$ cat src/rtl/core/gtov_pkg.sv
// Shared types, widths and codes of the gamma tap offset to voltage converter.
package gtov_pkg;

	// Field widths of the stream payloads
	localparam int TAP_W      = 4;
	localparam int COLOR_W    = 2;
	localparam int BASE_W     = 9;
	localparam int OFF_W      = 10;
	localparam int COEF_W     = 10;
	localparam int VOLT_W     = 48;
	localparam int IN_DATA_W  = 48;
	localparam int OUT_USER_W = 3;

	// Configuration registers
	localparam int REF_W     = 32;
	localparam int TCNT_W    = 5;
	localparam int CFG_IDX_W = 2;
	localparam logic [CFG_IDX_W-1:0] REG_REF_VOLTAGE = 2'd0;
	localparam logic [CFG_IDX_W-1:0] REG_TAP_COUNT   = 2'd1;
	localparam logic [TCNT_W-1:0]    TCNT_RESET      = 5'd9;

	// Datapath sizing
	localparam int ACC_W     = 62;  // adder width, holds ref minus any signed quotient
	localparam int PROD_W    = 60;  // product and quotient magnitude
	localparam int MUL_W     = 11;  // multiplier magnitude
	localparam int REM_W     = 10;  // divider remainder
	localparam int STEP_W    = 6;
	localparam int MUL_STEPS = 11;
	localparam int DIV_STEPS = 60;
	localparam int CNT_W     = 6;   // effective tap count, at most MAX_TAPS
	localparam int ADDR_W    = 7;   // tap*3+color before trimming to the memory depth

	localparam int NUM_COLORS  = 3;
	localparam int BLACK_DEPTH = 16;

	localparam logic [VOLT_W-1:0] VOLT_MAX = {1'b0, {(VOLT_W-1){1'b1}}};
	localparam logic [VOLT_W-1:0] VOLT_MIN = {1'b1, {(VOLT_W-1){1'b0}}};

	localparam logic               OP_LOAD    = 1'b0;
	localparam logic               OP_CONVERT = 1'b1;
	localparam logic [COLOR_W-1:0] COLOR_NONE = 2'd3;

	typedef enum logic [1:0] {
		ERR_OK    = 2'd0,
		ERR_TAP   = 2'd1,
		ERR_BLACK = 2'd2
	} err_t;

	typedef enum logic [3:0] {
		ST_IDLE,
		ST_RD0,
		ST_RD1,
		ST_SPAN,
		ST_ABS,
		ST_MUL,
		ST_DIV,
		ST_NEG,
		ST_FIN,
		ST_PUSH
	} state_t;

	// Flat tap voltage address: tap * 3 + color
	function automatic logic [ADDR_W-1:0] tap_addr(input logic [TAP_W:0] tap,
		input logic [COLOR_W-1:0] color);
		logic [ADDR_W-1:0] t;
		t = ADDR_W'(tap);
		return t + t + t + ADDR_W'(color);
	endfunction

endpackage

$ cat src/rtl/core/gtov_tapmem.sv
// Tap voltage memory with per-entry valid bits; unwritten entries read as zero.
module gtov_tapmem
	import gtov_pkg::*;
#(
	parameter int DEPTH = 48
) (
	input  logic                            clk,
	input  logic                            arst_n,
	input  logic [$clog2(DEPTH)-1:0]        rd_addr,
	output logic [VOLT_W-1:0]               rd_data,
	input  logic                            wr_en,
	input  logic [$clog2(DEPTH)-1:0]        wr_addr,
	input  logic [VOLT_W-1:0]               wr_data
);

	logic [VOLT_W-1:0] mem_q [DEPTH];
	logic [DEPTH-1:0]  vld_q;
	logic [VOLT_W-1:0] rd_data_q;
	logic              rd_vld_q;

	always_ff @(posedge clk) begin
		if (wr_en) begin
			mem_q[wr_addr] <= wr_data;
		end
		rd_data_q <= mem_q[rd_addr];
	end

	always_ff @(posedge clk or negedge arst_n) begin
		if (!arst_n) begin
			vld_q    <= '0;
			rd_vld_q <= 1'b0;
		end else begin
			if (wr_en) begin
				vld_q[wr_addr] <= 1'b1;
			end
			rd_vld_q <= vld_q[rd_addr];
		end
	end

	assign rd_data = rd_vld_q ? rd_data_q : '0;

endmodule

$ cat src/rtl/core/gamma_tap_offset_to_voltage.sv
// Top level: gamma tap offset to voltage converter with shared iterative adder.
//
//  channel  | direction | payload
//  ---------+-----------+-------------------------------------------------------
//  cfg      | in        | cfg_index (0 ref_voltage, 1 tap_count), cfg_data
//  s_axis   | in        | tuser: opcode; tdata: index,color,base,offset,num,den
//  m_axis   | out       | tdata: voltage; tuser: negative, error
//
// A load beat or an ignored color-three beat is taken without leaving idle. A convert beat
// holds off the next beat until it is through: after its accept come four memory read and
// setup steps, 11 shift-add multiply steps, 60 restoring divide steps and three finishing
// steps, with the arithmetic on one 62-bit adder. Error results go from the accept straight
// to the push step. Reset clears the tap voltage valid bits and the black table at
// once; a finished result waits in the output register, and the next beat is taken
// meanwhile. The last step holds while the output register is full and not taken.
module gamma_tap_offset_to_voltage
	import gtov_pkg::*;
#(
	parameter int MAX_TAPS = 16
) (
	input  logic                  clk,
	input  logic                  arst_n,
	input  logic                  cfg_valid,
	output logic                  cfg_ready,
	input  logic [CFG_IDX_W-1:0]  cfg_index,
	input  logic [REF_W-1:0]      cfg_data,
	input  logic                  s_axis_tvalid,
	output logic                  s_axis_tready,
	// [3:0] index, [5:4] color, [14:6] base, [24:15] offset, [34:25] coef_num,
	// [44:35] coef_den, [47:45] zero
	input  logic [IN_DATA_W-1:0]  s_axis_tdata,
	// [0] opcode
	input  logic [0:0]            s_axis_tuser,
	output logic                  m_axis_tvalid,
	input  logic                  m_axis_tready,
	// [47:0] voltage
	output logic [VOLT_W-1:0]     m_axis_tdata,
	// [0] negative, [2:1] error
	output logic [OUT_USER_W-1:0] m_axis_tuser
);

	localparam int TV_DEPTH = MAX_TAPS * NUM_COLORS;
	localparam int TV_AW    = $clog2(TV_DEPTH);

	// Input fields
	logic [TAP_W-1:0]   in_index;
	logic [COLOR_W-1:0] in_color;
	logic [BASE_W-1:0]  in_base;
	logic [OFF_W-1:0]   in_offset;
	logic [COEF_W-1:0]  in_num;
	logic [COEF_W-1:0]  in_den;

	assign in_index  = s_axis_tdata[3:0];
	assign in_color  = s_axis_tdata[5:4];
	assign in_base   = s_axis_tdata[14:6];
	assign in_offset = s_axis_tdata[24:15];
	assign in_num    = s_axis_tdata[34:25];
	assign in_den    = s_axis_tdata[44:35];

	state_t state_q, state_d;

	logic [REF_W-1:0]  ref_q;
	logic [TCNT_W-1:0] tap_count_q;
	logic [COEF_W-1:0] black_q [BLACK_DEPTH];
	logic [STEP_W-1:0] step_q;

	logic [TAP_W-1:0]   v_q;
	logic [COLOR_W-1:0] c_q;
	logic [COEF_W-1:0]  den_q;
	logic               use_ref_q;
	logic               use_b_q;
	logic               mneg_q;
	logic               neg_q;
	logic [MUL_W-1:0]   mplier_q;
	logic [PROD_W-1:0]  mcand_q;
	logic [PROD_W-1:0]  acc_q;
	logic [REM_W-1:0]   rem_q;
	logic [ACC_W-1:0]   a_q;
	logic [ACC_W-1:0]   t_q;
	logic [VOLT_W-1:0]  res_volt_q;
	logic               res_neg_q;
	err_t               res_err_q;

	logic               out_valid_q;
	logic [VOLT_W-1:0]  out_volt_q;
	logic               out_neg_q;
	err_t               out_err_q;

	// Accept-time decode
	logic              in_acc;
	logic              in_conv;
	logic              in_err;
	err_t              in_err_code;
	logic [CNT_W-1:0]  tap_cnt;
	logic [CNT_W-1:0]  tap_ext;
	logic              is_tap0;
	logic              is_top;
	logic              is_tap1;
	logic [BASE_W+1:0] bidx;
	logic              bidx_bad;
	logic [MUL_W:0]    ratio;
	logic [MUL_W:0]    ratio_neg;
	logic [MUL_W-1:0]  ratio_mag;
	logic [COEF_W-1:0] black_val;

	assign cfg_ready     = 1'b1;
	assign s_axis_tready = (state_q == ST_IDLE);
	assign in_acc        = s_axis_tvalid && s_axis_tready;
	assign in_conv       = in_acc && (s_axis_tuser[0] == OP_CONVERT) && (in_color != COLOR_NONE);

	assign tap_cnt  = ({1'b0, tap_count_q} > CNT_W'(MAX_TAPS)) ? CNT_W'(MAX_TAPS)
		: {1'b0, tap_count_q};
	assign tap_ext  = CNT_W'(in_index);
	assign is_tap0  = (in_index == '0);
	assign is_top   = ((tap_ext + CNT_W'(1)) == tap_cnt);
	assign is_tap1  = (in_index == TAP_W'(1));

	assign bidx      = {2'b00, in_base} + {in_offset[OFF_W-1], in_offset};
	assign bidx_bad  = bidx[BASE_W+1] || (bidx[BASE_W:4] != '0);
	assign ratio     = {2'b00, in_num} + {3'b000, in_base} + {{2{in_offset[OFF_W-1]}}, in_offset};
	assign ratio_neg = '0 - ratio;
	assign ratio_mag = ratio[MUL_W] ? ratio_neg[MUL_W-1:0] : ratio[MUL_W-1:0];
	assign black_val = black_q[bidx[3:0]];

	always_comb begin
		in_err_code = ERR_OK;
		if (tap_ext >= tap_cnt) begin
			in_err_code = ERR_TAP;
		end else if (is_tap0 && bidx_bad) begin
			in_err_code = ERR_BLACK;
		end
	end
	assign in_err = (in_err_code != ERR_OK);

	// Tap voltage memory
	logic [ADDR_W-1:0] cur_addr_w;
	logic [ADDR_W-1:0] anc_addr_w;
	logic [ADDR_W-1:0] nxt_addr_w;
	logic [TV_AW-1:0]  rd_addr;
	logic [VOLT_W-1:0] tv_rd;
	logic [ACC_W-1:0]  tv_ext;
	logic              tv_wr_en;
	logic [VOLT_W-1:0] sat_val;

	assign cur_addr_w = tap_addr({1'b0, v_q}, c_q);
	// tap 0 of the same color anchors the interpolation
	assign anc_addr_w = tap_addr('0, c_q);
	assign nxt_addr_w = tap_addr({1'b0, v_q} + 5'd1, c_q);
	assign rd_addr    = (state_q == ST_RD1 && use_b_q) ? nxt_addr_w[TV_AW-1:0]
		: anc_addr_w[TV_AW-1:0];
	assign tv_ext     = {{(ACC_W-VOLT_W){tv_rd[VOLT_W-1]}}, tv_rd};
	assign tv_wr_en   = (state_q == ST_FIN);

	gtov_tapmem #(
		.DEPTH(TV_DEPTH)
	) u_tapmem (
		.clk    (clk),
		.arst_n (arst_n),
		.rd_addr(rd_addr),
		.rd_data(tv_rd),
		.wr_en  (tv_wr_en),
		.wr_addr(cur_addr_w[TV_AW-1:0]),
		.wr_data(sat_val)
	);

	// Shared adder: span, magnitude, multiply accumulate, trial subtract, sign, final
	logic [ACC_W-1:0]  add_a;
	logic [ACC_W-1:0]  add_b;
	logic              add_cin;
	logic [ACC_W-1:0]  add_sum;
	logic [REM_W:0]    div_shift;
	logic              div_qbit;
	logic [ACC_W-1:0]  q_ext;
	logic              mul_last;
	logic              div_last;
	logic              out_free;
	logic              sat_hi;
	logic              sat_lo;

	assign div_shift = {rem_q, acc_q[PROD_W-1]};
	assign q_ext     = (den_q == '0) ? '0 : ACC_W'(acc_q);

	always_comb begin
		add_a   = '0;
		add_b   = '0;
		add_cin = 1'b0;
		unique case (state_q)
			ST_SPAN: begin
				add_a   = a_q;
				add_b   = ~(use_b_q ? tv_ext : '0);
				add_cin = 1'b1;
			end
			ST_ABS: begin
				add_b   = ~t_q;
				add_cin = 1'b1;
			end
			ST_MUL: begin
				add_a = ACC_W'(acc_q);
				add_b = mplier_q[0] ? ACC_W'(mcand_q) : '0;
			end
			ST_DIV: begin
				add_a   = ACC_W'(div_shift);
				add_b   = ~ACC_W'(den_q);
				add_cin = 1'b1;
			end
			ST_NEG: begin
				add_b   = ~q_ext;
				add_cin = 1'b1;
			end
			ST_FIN: begin
				add_a   = a_q;
				add_b   = ~t_q;
				add_cin = 1'b1;
			end
			default: begin
			end
		endcase
	end

	assign add_sum  = add_a + add_b + ACC_W'(add_cin);
	assign div_qbit = !add_sum[ACC_W-1];

	// Clamp the final difference to the 48-bit signed range
	assign sat_hi  = !add_sum[ACC_W-1] && (add_sum[ACC_W-2:VOLT_W-1] != '0);
	assign sat_lo  = add_sum[ACC_W-1] && (add_sum[ACC_W-2:VOLT_W-1] != '1);
	assign sat_val = sat_hi ? VOLT_MAX : (sat_lo ? VOLT_MIN : add_sum[VOLT_W-1:0]);

	assign mul_last = (step_q == STEP_W'(MUL_STEPS - 1));
	assign div_last = (step_q == STEP_W'(DIV_STEPS - 1));
	assign out_free = !out_valid_q || m_axis_tready;

	// Sequencer
	always_ff @(posedge clk or negedge arst_n) begin
		if (!arst_n) begin
			state_q <= ST_IDLE;
		end else begin
			state_q <= state_d;
		end
	end

	always_comb begin
		state_d = state_q;
		unique case (state_q)
			ST_IDLE: begin
				if (in_conv) begin
					state_d = in_err ? ST_PUSH : ST_RD0;
				end
			end
			ST_RD0:  state_d = ST_RD1;
			ST_RD1:  state_d = ST_SPAN;
			ST_SPAN: state_d = ST_ABS;
			ST_ABS:  state_d = ST_MUL;
			ST_MUL: begin
				if (mul_last) begin
					state_d = ST_DIV;
				end
			end
			ST_DIV: begin
				if (div_last) begin
					state_d = ST_NEG;
				end
			end
			ST_NEG:  state_d = ST_FIN;
			ST_FIN:  state_d = ST_PUSH;
			ST_PUSH: begin
				if (out_free) begin
					state_d = ST_IDLE;
				end
			end
			default: state_d = ST_IDLE;
		endcase
	end

	always_ff @(posedge clk or negedge arst_n) begin
		if (!arst_n) begin
			step_q <= '0;
		end else begin
			unique case (state_q)
				ST_ABS:  step_q <= '0;
				ST_MUL:  step_q <= mul_last ? '0 : step_q + 1'b1;
				ST_DIV:  step_q <= step_q + 1'b1;
				default: begin
				end
			endcase
		end
	end

	// Configuration and black coefficient table
	always_ff @(posedge clk or negedge arst_n) begin
		if (!arst_n) begin
			ref_q       <= '0;
			tap_count_q <= TCNT_RESET;
			black_q     <= '{default: '0};
		end else begin
			if (cfg_valid && cfg_ready) begin
				unique case (cfg_index)
					REG_REF_VOLTAGE: ref_q       <= cfg_data;
					REG_TAP_COUNT:   tap_count_q <= cfg_data[TCNT_W-1:0];
					default: begin
					end
				endcase
			end
			if (in_acc && (s_axis_tuser[0] == OP_LOAD)) begin
				black_q[in_index] <= in_num;
			end
		end
	end

	// Datapath registers
	always_ff @(posedge clk) begin
		if (in_conv) begin
			v_q        <= in_index;
			c_q        <= in_color;
			den_q      <= in_den;
			use_ref_q  <= is_tap0 || is_top || is_tap1;
			use_b_q    <= !is_tap0 && !is_top;
			mplier_q   <= is_tap0 ? MUL_W'(black_val) : ratio_mag;
			mneg_q     <= !is_tap0 && ratio[MUL_W];
			res_err_q  <= in_err_code;
			res_volt_q <= '0;
			res_neg_q  <= 1'b0;
		end
		unique case (state_q)
			ST_RD1:  a_q <= use_ref_q ? ACC_W'(ref_q) : tv_ext;
			ST_SPAN: t_q <= add_sum;
			ST_ABS: begin
				mcand_q <= t_q[ACC_W-1] ? add_sum[PROD_W-1:0] : t_q[PROD_W-1:0];
				neg_q   <= t_q[ACC_W-1] ^ mneg_q;
				acc_q   <= '0;
				rem_q   <= '0;
			end
			ST_MUL: begin
				acc_q    <= add_sum[PROD_W-1:0];
				mcand_q  <= {mcand_q[PROD_W-2:0], 1'b0};
				mplier_q <= mplier_q >> 1;
			end
			ST_DIV: begin
				// shift the quotient bit in behind the dividend
				acc_q <= {acc_q[PROD_W-2:0], div_qbit};
				rem_q <= div_qbit ? add_sum[REM_W-1:0] : div_shift[REM_W-1:0];
			end
			ST_NEG:  t_q <= neg_q ? add_sum : q_ext;
			ST_FIN: begin
				res_volt_q <= sat_val;
				res_neg_q  <= add_sum[ACC_W-1];
			end
			default: begin
			end
		endcase
	end

	// Output register
	always_ff @(posedge clk or negedge arst_n) begin
		if (!arst_n) begin
			out_valid_q <= 1'b0;
		end else if (state_q == ST_PUSH && out_free) begin
			out_valid_q <= 1'b1;
		end else if (m_axis_tready) begin
			out_valid_q <= 1'b0;
		end
	end

	always_ff @(posedge clk) begin
		if (state_q == ST_PUSH && out_free) begin
			out_volt_q <= res_volt_q;
			out_neg_q  <= res_neg_q;
			out_err_q  <= res_err_q;
		end
	end

	assign m_axis_tvalid = out_valid_q;
	assign m_axis_tdata  = out_volt_q;
	assign m_axis_tuser  = {out_err_q, out_neg_q};

`ifndef NO_ASSERTIONS
	a_neg_matches_sign: assert property (@(posedge clk) disable iff (!arst_n)
		m_axis_tvalid |-> (m_axis_tuser[0] == m_axis_tdata[VOLT_W-1]))
		else $error("negative flag disagrees with voltage sign");

	a_err_zero_volt: assert property (@(posedge clk) disable iff (!arst_n)
		(m_axis_tvalid && (m_axis_tuser[2:1] != ERR_OK)) |-> (m_axis_tdata == '0))
		else $error("error result carries a nonzero voltage");

	a_load_stays_idle: assert property (@(posedge clk) disable iff (!arst_n)
		(s_axis_tvalid && s_axis_tready && (s_axis_tuser[0] == OP_LOAD))
		|=> (state_q == ST_IDLE))
		else $error("load beat left the idle state");

	a_div_steps: assert property (@(posedge clk) disable iff (!arst_n)
		(state_q == ST_DIV) |-> (step_q < STEP_W'(DIV_STEPS)))
		else $error("divider step count overran");
`endif

endmodule
$ cat config.mk
export PLATFORM = sky130hd
export DESIGN_NAME = gamma_tap_offset_to_voltage
export DESIGN_NICKNAME = d
export VERILOG_FILES = /design/src/rtl/core/gtov_pkg.sv /design/src/rtl/core/gtov_tapmem.sv /design/src/rtl/core/gamma_tap_offset_to_voltage.sv
export SDC_FILE = /design/constraint.sdc
export NUM_CORES = 2
export LEC_CHECK = 0
export BUFFER_PORTS_ARGS = -buffer_cell sky130_fd_sc_hd__buf_2
export CAP_MARGIN = 20
export CORE_UTILIZATION = 45
export CTS_CLUSTER_DIAMETER = 60
export DETAILED_ROUTE_END_ITERATION = 6
export GPL_TIMING_DRIVEN = 0
export PLACE_DENSITY = 0.72
export SYNTH_ARGS = -nofsm -noshare
export SYNTH_HDL_FRONTEND = slang
export SYNTH_SLANG_ARGS = --single-unit
$ cat constraint.sdc
create_clock -name clk -period 26.5 [get_ports clk]
set_input_delay 2.65 -clock clk [delete_from_list [all_inputs] [get_ports clk]]
set_output_delay 2.65 -clock clk [all_outputs]
set_load 0.005 [all_outputs]
; ---- After elaboration in Yosys (flattened, before gate mapping)
; Memories as Yosys holds them, arrays and structs flattened. A register that Yosys moved wholly into a read port is not among the register bits.
; Index checks and enable logic that the tools add are counted.
[op_classes]
reduce_logical = 41
mux = 51
n_bitwise = 9
n_addsub = 15
n_eq_ne = 20
order_cmp = 8
[op_table]
columns = op, n
row1 = case mux 62 bit (5 select lines), 1
row2 = two-way mux 48 bit, 5
row3 = case mux 62 bit (3 select lines), 1
row4 = two-way mux 60 bit, 3
row5 = case mux 60 bit (3 select lines), 1
row6 = bitwise mux 160 bit, 1
row7 = two-way mux 62 bit, 2
row8 = NOT 62 bit, 2
row9 = case mux 62 bit (2 select lines), 1
row10 = case mux 60 bit (2 select lines), 1
row11 = adder 62 x 1 -> 62 bit, 1
row12 = adder 62 bit, 1
row13 = NOT 10 -> 62 bit, 1
row14 = NOT 60 -> 62 bit, 1
row15 = two-way mux 10 bit, 6
row16 = bitwise OR 48 bit, 1
row17 = binary-select mux 10 bit (select 4 bit), 1
row18 = demux 10 bit (select 4 bit), 1
row19 = case mux 4 bit (10 select lines), 1
row20 = two-way mux 32 bit, 1
row21 = two-way mux 11 bit, 2
row22 = two-way mux 4 bit, 5
row23 = case mux 10 bit (2 select lines), 1
row24 = case mux 6 bit (3 select lines), 1
row25 = other kinds (51), 102
[word_totals]
n_memories = 1
word_cells = 189
in_bits = 88
register_bits = 630
ramBits = 2304
output_inout_bits = 54
[memory_table]
columns = name, depth, word_bits, read_ports, rd_ports_with_merged_regs, write_ports, line_no
row1 = u_tapmem.mem_q, 48, 48, 1, 1, 1, gtov_tapmem.sv:16  ; logic [VOLT_W-1:0] mem_q [DEPTH];

; ---- Depth between registers and ports, before layout
[depth]
ltp_word = 11
depth_mapped = 24
ltp_nobuf = 19

; ---- Cells and area by module
; A second synthesis with hierarchy kept.
[unflattened]
cells_unflattened = 7019
hier_area_um2 = 124171.6
[modules_own_cells]
columns = mod, seq_area_each_um2, cells_per_inst, area_per_inst_um2, n_inst
row1 = gtov_tapmem, 71373.5, 3965, 90954.7, 1
row2 = gamma_tap_offset_to_voltage, 16398.2, 3054, 33216.9, 1

; ---- Worst setup path after synthesis
; OpenSTA, ideal clock, no wires.
[synth_timing]
path_kind = flip-flop to flip-flop
startpoint = reg state_q[3]
endpoint = mem u_tapmem.mem_q[0][10], data pin
arrival_time_ns = 8.690
slack_ns = 17.347
period_less_slack_ns = 9.153
required_time_ns = 26.037
setup_time_ns = 0.463
path_stages_with_launch = 23
path_buffers = 3
cell_sequence = dfrtp_1 -> nand2b_1 -> clkbuf_1 -> nor2_1 -> a21boi_1 -> o221ai_1 -> a211oi_1 -> fa_1 -> inv_1 -> fa_1 -> a211oi_1 -> o21ai_1 -> nand2_1 -> nand3b_1 -> nor2_1 -> o211ai_1 -> xor2_1 -> nand4_1 -> or4_1 -> o31a_1 -> buf_4 -> buf_2 -> a21oi_1
[synth_via]
elab_chain_cells = 9
elab_cells_between_ends = 21
classes_between = add/sub: 2 / eq/ne: 7 / mux: 5 / reduce/logical: 7
[synth_rtl]
columns = element, line_no
row1 = from (decl), gamma_tap_offset_to_voltage.sv:60  ; state_t state_q, state_d;
row2 = from (signal assigned), gamma_tap_offset_to_voltage.sv:237  ; state_q <= state_d;
row3 = "== test 4 bit, or another cell as far along", gamma_tap_offset_to_voltage.sv:187  ; unique case (state_q)
row4 = OR reduction 2 bit (no source line), --
row5 = case mux 62 bit (5 select lines) / case mux 62 bit (3 select lines) (equally long branches), gamma_tap_offset_to_voltage.sv:187
row6 = adder 62 bit, gamma_tap_offset_to_voltage.sv:220  ; assign add_sum = add_a + add_b + ACC_W'(add_cin);
row7 = adder 62 x 1 -> 62 bit (*), gamma_tap_offset_to_voltage.sv:220
row8 = inequality test 14 bit, gamma_tap_offset_to_voltage.sv:225  ; assign sat_lo = add_sum[ACC_W-1] && (add_sum[ACC_W-2:VOLT_W-1] != '1);
row9 = logical AND 1 bit, gamma_tap_offset_to_voltage.sv:225
row10 = two-way mux 48 bit, gamma_tap_offset_to_voltage.sv:226  ; assign sat_val = sat_hi ? VOLT_MAX : (sat_lo ? VOLT_MIN : add_sum[VOLT_W-1:0]);
row11 = two-way mux 48 bit (*), gamma_tap_offset_to_voltage.sv:226
row12 = named net sat_val[10], gamma_tap_offset_to_voltage.sv:143  ; logic [VOLT_W-1:0] sat_val;
row13 = to (decl), gtov_tapmem.sv:16
; The timed path passes the listed nets; every way through them passes the cells marked *.

; ---- Worst setup path in the final report
[layout_timing]
startpoint = reg state_q[1]
endpoint = mem u_tapmem.mem_q[19][2], data pin
; Same word-level chain as after synthesis.

==> results.py <==
metrics = {
    "status": {
        "status": "finished with violations",
        "violations": "design-rule violations",
    },
    "cells_and_area": {
        "synthToLayoutAreaGrowth_pct": 16.16,
        "drive_above_1_share_pct": 22.84,
        "fin_nets": 8245,
        "fill_cells": 21203,
        "ff_latch_area_um2": 87770,
        "multi_input_comb_area_um2": 35220,
    },
    "power": {
        "max-vdd-ir-drop_mv": 0.1215,
        "p_leak_uw": 0.04795,
        "power.density_nw_per_um2": 132.8,
    },
    "detailed_routing": {
        "wirelength_um": 359600,
        "drt_iter0_drc": 9832,
        "via_per_inst": 6.220,
        "remaining_drc_errors": 1,
        "ant_nets": 0,
        "detail_route.wl_per_cell_um": 30.25,
        "vias": 73940,
        "drt_pass1_iterations": 7,
    },
    "setup_path": {
        "cp-end-kind": "flip-flop",
        "reg2reg_slack_ns": 17.12,
        "rr_startpoint": "state_q[1]",
        "crit_slowest_cell": "o31ai_1",
        "crit_fanout": 36,
        "start_kind": "flip-flop",
        "crit_top_cell": "clkbuf_1",
        "crit_start": "state_q[1]",
        "cp.arrival_ns": 9.98,
        "r2r_end": "u_tapmem.mem_q[19][2]",
        "worstRegToRegCells": 20,
        "path_class": "flip-flop to flip-flop",
        "worst_path_largest_cell_delay_ns": 0.88,
        "path_cells": "clkbuf_1 > and3_1 > clkbuf_1 > clkbuf_1 > a222oi_1 > fa_1 > nand2b_1 > a21oi_1 > nor2b_2 > o31ai_1 > a211o_1 > a221o_1 > a31o_1 > a21oi_2 > xnor2_2 > a41o_1 > buf_2 > buf_2 > a21oi_4 > buf_12",
        "cp_data_required_time_ns": 27.10,
    },
    "timing": {
        "skew_ns": 0.08671,
        "hold_viol": 0,
        "holdWs_ns": 0.4168,
        "tightest_slew_ns": 1.320,
        "finalMaxSlewViolations": 0,
        "max_clock_freq_ghz": 0.1066,
        "grt_setup_unrepaired": "no",
        "relSlewSlack_pct": 11.98,
        "finalSetupViolCount": 0,
        "fin_crit_ns": 9.379,
        "fin_setup_tns_ns": 0,
        "period_share_pct": 35.39,
    },
    "yosys": {
        "synth_top_area_cell": "edfxtp_1",
        "ys.flop_type": "edfxtp_1",
        "syn-num-nets": 7604,
        "synth_cell_types": 78,
        "synth_warnings": 0,
        "async_flop_share_pct": 8.618,
        "synthCells": 7392,
        "ys_ff_latch": 2982,
        "syn_area_um2": 124100,
        "synth-edff-count": 2676,
        "synth_top_area_share_pct": 64.76,
        "syn_avg_cell_area_um2": 16.79,
        "yosys-top-cells-area": "edfxtp_1 (65%), mux4_2 (11%), dfrtp_1 (5.1%)",
        "ys_seq_area_share_pct": 70.74,
    },
    "clock_tree": {
        "clk_pin_slew_ns": 0.06,
        "ctsResizeCount": 0,
        "clock_latency_ns": 0.92,
        "cts_tree": "built",
        "clk_path_buf_depth": 4,
        "cts.sinks": 2982,
        "post_cts_buffers": 0,
        "cts_hold_buf": 0,
        "htreeDepth": 5,
        "cts_buffers": 315,
        "clock-root-buffer": "clkbuf_16",
    },
    "floorplan": {
        "fp-row-count": 192,
        "die_y_um": 527.1,
        "ioPinCount": 142,
        "die_x_um": 527.1,
        "coreArea_um2": 273900,
        "initial_core_util_pct": 45.31,
        "dieArea_um2": 277800,
    },
    "global_routing": {
        "antenna_found_initial": 26,
        "grt_pass1_wl_um": 516900,
        "grt_max_degree": 98,
        "grt_overflow": 0,
        "grt_pass1_vias": 75002,
        "grt_use_total_pct": 25.54,
    },
    "hold_path": {
        "min_to": "m_axis_tdata[22]",
        "min_from": "res_volt_q[22]",
        "min_path_type": "flip-flop to flip-flop",
        "min_path_cells": 0,
    },
    "placed_design": {
        "port_buffers": 137,
        "gp_congestion": 0.9514,
        "dp_hpwl_um": 255400,
    },
    "job": {
        "cap_violations": 0,
    },
}
flip-flops by register name (all words and copies together), names as in the netlist, 60 cells and up:
name            cells
black_q           160
u_tapmem.mem_q   2304
t_q                62
acc_q              60
mcand_q            60
routing by layer:
metal / vias up / track usage [%] / wire length [um]
li1: 30579 / - / -
met1: 38107 / 33.31 / 135000
met2: 4414 / 41.65 / 172400
met3: 824 / 5.942 / 38050
met4: 16 / 9.587 / 14120
met5: - / 0 / 116
metrics by stage:
| step | cells | total power [uW] | util (%) | worst slack, ns | area [um2] |
|---|---|---|---|---|---|
| global route | 11874 | 19700 | 52.62 | 17.15 | 144100 |
| global placement | 11118 | 13710 | 47.20 | 10.10 | 129300 |
| detailed placement | 11297 | 14610 | 48.86 | 16.80 | 133800 |
| finish | 11887 | 19140 | 52.63 | 17.12 | 144100 |
| floorplan | 7392 | 11280 | - | 17.35 | 124100 |
| CTS | 11865 | 19000 | 52.59 | 16.79 | 144000 |
critical path: cells and delay by family (launching register included):
family,cells,cell delay [ns]
buf+inv,6,3.26
fa+ha+maj,1,0.49
flops,1,0.53
xor+xnor,1,0.85
compound gates,9,3.18
simple gates,3,0.73
cells in the final DEF (no fill, tap or decap), types with 108 or more instances in the layout:
cell	count
a211oi_1	110
a21oi_1	249
and2_1	121
buf_2	215
clkbuf_1	373
clkbuf_16	325
dfrtp_1	255
edfxtp_1	2676
ha_1	108
mux2_2	207
mux4_2	631
nand2_1	861
nand3_1	152
nor2_1	229
o21ai_0	262
synth_stat cells (all sizes together) (49+ instances only):
| cell | number |
|---|---|
| a211oi | 124 |
| a21oi | 300 |
| a311oi | 54 |
| a31oi | 100 |
| and2 | 121 |
| buf | 152 |
| clkbuf | 306 |
| dfrtp | 255 |
| dfxtp | 49 |
| edfxtp | 2676 |
| ha | 108 |
| inv | 50 |
| mux2 | 207 |
| mux4 | 631 |
| nand2 | 862 |
| nand3 | 152 |
| nor2 | 279 |
| o21ai | 280 |
| o221ai | 51 |
| or2 | 56 |
| xnor2 | 60 |
power by group:
group / internal (uW) / switching (uW)
Clock: 2560 / 1840
Combinational: 1950 / 4960
Sequential: 7600 / 222
Total: 12100 / 7020
final cells by class:
cell class	count	share of cell area, %
diodes	14	0.02431
repair buffers	324	3.026
flip-flops and latches	2982	60.89
multi-input cells	3902	24.43
inverters	50	0.1302
plain buffers	458	1.291
well taps	3589	3.115
clock inverters	163	1.172
clock buffers	405	5.913
cell families after synthesis:
kind of cell | count (synthesis) | share of synthesized area, %
AO/OA/AOI/OAI | 1156 | 6.067
XOR/XNOR | 101 | 0.7190
adder cells (fa/ha/maj) | 124 | 1.347
buffers and inverters | 508 | 1.647
flip-flops | 2982 | 70.74
multiplexers | 874 | 13.62
other | 1 | 0.003022
AND/OR/NAND/NOR | 1646 | 5.858
worst max path at each step:
stage	end	slack [ns]	cells past startpoint
after floorplan	u_tapmem.mem_q[0][10]	17.35	22
after global placement	u_tapmem.mem_q[40][34]	10.10	21
after detailed placement	u_tapmem.mem_q[35][3]	16.80	21
after CTS	u_tapmem.mem_q[19][2]	16.79	21
after global routing	u_tapmem.mem_q[17][2]	17.15	23
final	u_tapmem.mem_q[19][2]	17.12	20
(Power assumes the default switching activity.)
